<file path="config.mk">
export PLATFORM = sky130hd
export DESIGN_NAME = irdg_ram
export DESIGN_NICKNAME = d
export VERILOG_FILES = /design/src/design/irdg_ram.sv
export SDC_FILE = /design/constraint.sdc
export NUM_CORES = 2
export LEC_CHECK = 0
export BUFFER_PORTS_ARGS = -buffer_cell sky130_fd_sc_hd__buf_2
export CORE_AREA = 3 3 504 556
export CTS_CLUSTER_SIZE = 14
export DETAILED_ROUTE_END_ITERATION = 6
export DIE_AREA = 0 0 507 559
export GPL_TIMING_DRIVEN = 1
export PLACE_DENSITY = 0.76
export SETUP_SLACK_MARGIN = 0.05
export SYNTH_ARGS = -nofsm -noshare
export SYNTH_HDL_FRONTEND = slang
export SYNTH_SLANG_ARGS = --single-unit
</file>
<file path="constraint.sdc">
create_clock -name clk_i -period 7.2 [get_ports clk_i]
set_input_delay 1.44 -clock clk_i [delete_from_list [all_inputs] [get_ports clk_i]]
set_output_delay 1.44 -clock clk_i [all_outputs]
set_load 0.01 [all_outputs]
</file>
<file path="src/design/irdg_ram.sv">
`timescale 1ns / 1ps
// Generic simple dual-port RAM: one write and one registered read per cycle.
// No package dependency.
module irdg_ram #(
  parameter int Width = 64,
  parameter int Depth = 64
) (
  input  logic                     clk_i,
  input  logic                     we_i,
  input  logic [$clog2(Depth)-1:0] waddr_i,
  input  logic [Width-1:0]         wdata_i,
  input  logic [$clog2(Depth)-1:0] raddr_i,
  output logic [Width-1:0]         rdata_o
);

  logic [Width-1:0] mem_q [Depth];
  logic [Width-1:0] rdata_q;

  always_ff @(posedge clk_i) begin
    if (we_i) begin
      mem_q[waddr_i] <= wdata_i;
    end
    rdata_q <= mem_q[raddr_i];
  end

  assign rdata_o = rdata_q;

endmodule

</file>
==> impl_metrics.tcl <==
set metrics [dict create \
    netSwitchingPower_uw 10200 \
    classification_of_the_worst_slack_hold_path "flip-flop to flip-flop" \
    syn_inst 6598 \
    max_root_sink_buffers 4 \
    grt_antenna_before_repair 30 \
    worst-setup-path-type "input port to flip-flop" \
    max_freq_mhz 258 \
    netlist_top_cells_count "sky130_fd_sc_hd__edfxtp_1 (4,096), sky130_fd_sc_hd__mux4_2 (1,024), sky130_fd_sc_hd__buf_2 (170)" \
    firstDrtPassIters 7 \
    cp_max_fo 60 \
    drc_errors 1 \
    fin_worst_skew_ns 0.0600 \
    grt_pass1_vias 79100 \
    htreeDepth 5 \
    finalSetupTns_ns 0 \
    synth_fp_nets 6676 \
    die_w_um 507 \
    cts.reportedPaths.clkPinSlew_ns 0.07 \
    max_cap_viol_count 0 \
    timing.critical_path.from_type "input port" \
    cts_setup_buffers 0 \
    cts_tree "yes" \
    syn_to_final_growth_pct 11.6 \
    leakagePower_uw 0.0542 \
    ios 142 \
    clock_power_share_pct 40.0 \
    cts_resized 0 \
    switching_share_pct 21.0 \
    outcome "finished with violations" \
    syn-cell-area_mm2 0.156 \
    post-synth-top-count-cell "sky130_fd_sc_hd__edfxtp_1" \
    crit_path_cell_trace "buf_8 > buf_4 > or3_1 > o221ai_1 > o22ai_1 > and3_1" \
    average_cell_area_after_synthesis_um2 23.7 \
    design.die.area_mm2 0.283 \
    setup_viol 0 \
    worst_skew_pair.late_latency_ns 0.93 \
    max-slew-margin-rel_pct 15.1 \
    postLayoutCellArea_mm2 0.175 \
    wl_mm 424 \
    worstPathRequired_ns 8.04 \
    numPortBuffers 141 \
    die_h_um 559 \
    ys_warn_count 0 \
    coreArea_mm2 0.275 \
    detail_route.vias_per_cell 7.08 \
    clock_tree.root_cell "sky130_fd_sc_hd__clkbuf_16" \
    crit_path_top_delay_cell "sky130_fd_sc_hd__or3_1" \
    number_of_flops_mapped_to_enable_cells_by_yosys 4096 \
    failed_checks "DRC" \
    worst_path_largest_cell_delay_ns 0.73 \
    track_usage_pct 30.1 \
    synth.yosys.seq_area_share_pct 79.5 \
    final_min_period_over_clock_period_pct 53.9 \
    placed_area_mm2 0.163 \
    share_seq_of_total_power_pct 55.3 \
    clk_sinks 4160 \
    yosys.area.top_type "sky130_fd_sc_hd__edfxtp_1" \
    power_per_cell_area_mw_per_mm2 279 \
    first_iter_violations 12400 \
    unrepaired_setup_endpoints_after_global_routing "false" \
    proportion_of_layout_cells_with_a_drive_suffix_above_1_pct 27.5 \
    worst_pin_slew_ns 1.27 \
    endpoint_kind "flip-flop" \
    combPwrFrac_pct 4.7 \
    vdd.ir_drop.worst_mv 0.291 \
    finish.net_count 7034 \
    yosys.area.top_type_share_pct 78.7 \
    final_antenna_net_count 0 \
    route.vias.total 77500 \
    async_reset_ff_share_pct 0 \
    arrival_ns 4.72 \
    placement_rows 202 \
    hold_violations 0 \
    minimum_period_implied_by_the_final_worst_setup_slack_ns 3.88 \
    grt_start_max_net_pins 107 \
    cts_hold_buffers 0 \
    effective_utilization_at_floorplan_pct 56.9 \
    intPower_uw 38500 \
    dp.final_hpwl_mm 216 \
    grt.overflow.total 0 \
    synth-seq-cells 4160 \
    avgRoutedWirePerCell_um 38.8 \
    fin_max_slew_vios 0 \
    synthTopCellsByArea "sky130_fd_sc_hd__edfxtp_1 (79%), sky130_fd_sc_hd__mux4_2 (15%), sky130_fd_sc_hd__mux2i_1 (0.86%)" \
    synth_cell_types 33 \
    place_congestion 0.827 \
    grt_first_pass_wirelength_mm 601 \
    cts-buffers-inserted 382 \
    synth-main-ff-cell "sky130_fd_sc_hd__edfxtp_1" \
]
-- registers in the layout, indices dropped and copies added (netlist names) --
signal	flops
mem_q	4096
rdata_o	64
-- cell families after synthesis --
family | count (synthesis) | synth area share (%)
AOI/OAI and AO/OA | 504 | 2.48
buffers and inverters | 389 | 1.18
DFF | 4160 | 79.5
muxes | 1159 | 15.6
and+or+nand+nor | 386 | 1.24
-- worst paths after layout --
path	startpoint	endpoint	slack (ns)	depth (start not counted)
min	mem_q[36][34]$_DFFE_PP_	rdata_o[34]$_DFF_P_	0.84	4
max reg2reg	mem_q[13][18]$_DFFE_PP_	rdata_o[18]$_DFF_P_	4.88	5
max	raddr_i[1]	rdata_o[28]$_DFF_P_	3.32	6
min reg2reg	mem_q[36][34]$_DFFE_PP_	rdata_o[34]$_DFF_P_	0.84	4
-- cell usage in the layout, fill, tap and decap left out, drive strengths merged, types with 2 or more instances in the layout --
| master | count |
|---|---|
| edfxtp | 4096 |
| mux4 | 1024 |
| clkbuf | 508 |
| buf | 344 |
| a22oi | 168 |
| clkinv | 141 |
| mux2i | 135 |
| nor2 | 112 |
| a22o | 88 |
| o22ai | 83 |
| and3 | 64 |
| dfxtp | 64 |
| a211oi | 63 |
| nand2 | 58 |
| nand3 | 45 |
| o221ai | 38 |
| inv | 32 |
| or3 | 29 |
| or2 | 28 |
| nor2b | 28 |
| a41oi | 26 |
| diode | 23 |
| a2bb2oi | 19 |
| a31oi | 18 |
| bufinv | 18 |
| nand2b | 11 |
| clkinvlp | 6 |
| and2 | 3 |
| nor3 | 2 |
| nand3b | 2 |
| nand4 | 2 |
-- worst max-delay path: cells and delay by family --
kind | cells | cell delay (ns)
AO/OA/AOI/OAI | 2 | 1.03
AND/OR/NAND/NOR | 2 | 1.00
buffers and inverters | 2 | 1.09
-- routing by layer --
layer	track usage (%)	up-vias	wire length [um]	share of wire (%)
li1	-	29100	-	-
met1	39.8	40700	141000	33
met2	47.0	6384	204000	48
met3	7.79	1303	54300	13
met4	15.7	16	26000	6.1
met5	0	-	95	0.022
-- power by group through the flow --
stage / Sequential (uW) / Clock [uW] / Combinational (uW)
global placement: 27500 / 0 / 2180
detailed placement: 27500 / 0 / 2240
finish: 27000 / 19500 / 2270
CTS: 27000 / 19600 / 2260
global route: 27000 / 20500 / 2380
floorplan: 27400 / 0 / 1250
-- per-stage QoR --
| step | cells | worst slack (ns) | util (%) | power, uW | hold slack (ns) |
|---|---|---|---|---|---|
| 4_1_cts | 10900 | 3.51 | 63.4 | 48800 | 0.844 |
| 6_report | 11000 | 3.32 | 63.5 | 48700 | 0.843 |
| 3_3_place_gp | 10200 | 2.58 | 59.1 | 29600 | 0.814 |
| 3_5_place_dp | 10200 | 2.56 | 59.1 | 29700 | 0.821 |
| 5_1_grt | 10900 | 3.32 | 63.4 | 49900 | 0.885 |
| 2_1_floorplan | 6598 | 0.324 | - | 28700 | 0.788 |
-- layout make-up --
cell class,instances,area [um^2]
inverters,19,71.3
diodes,23,57.6
multi-input cells,2049,30800
fillers,17200,100000
repair buffers,344,2850
clock buffers,508,10400
well taps,3672,4590
clock inverters,178,1450
flip-flops and latches,4160,124000
Power figures use the tool's default switching activity.
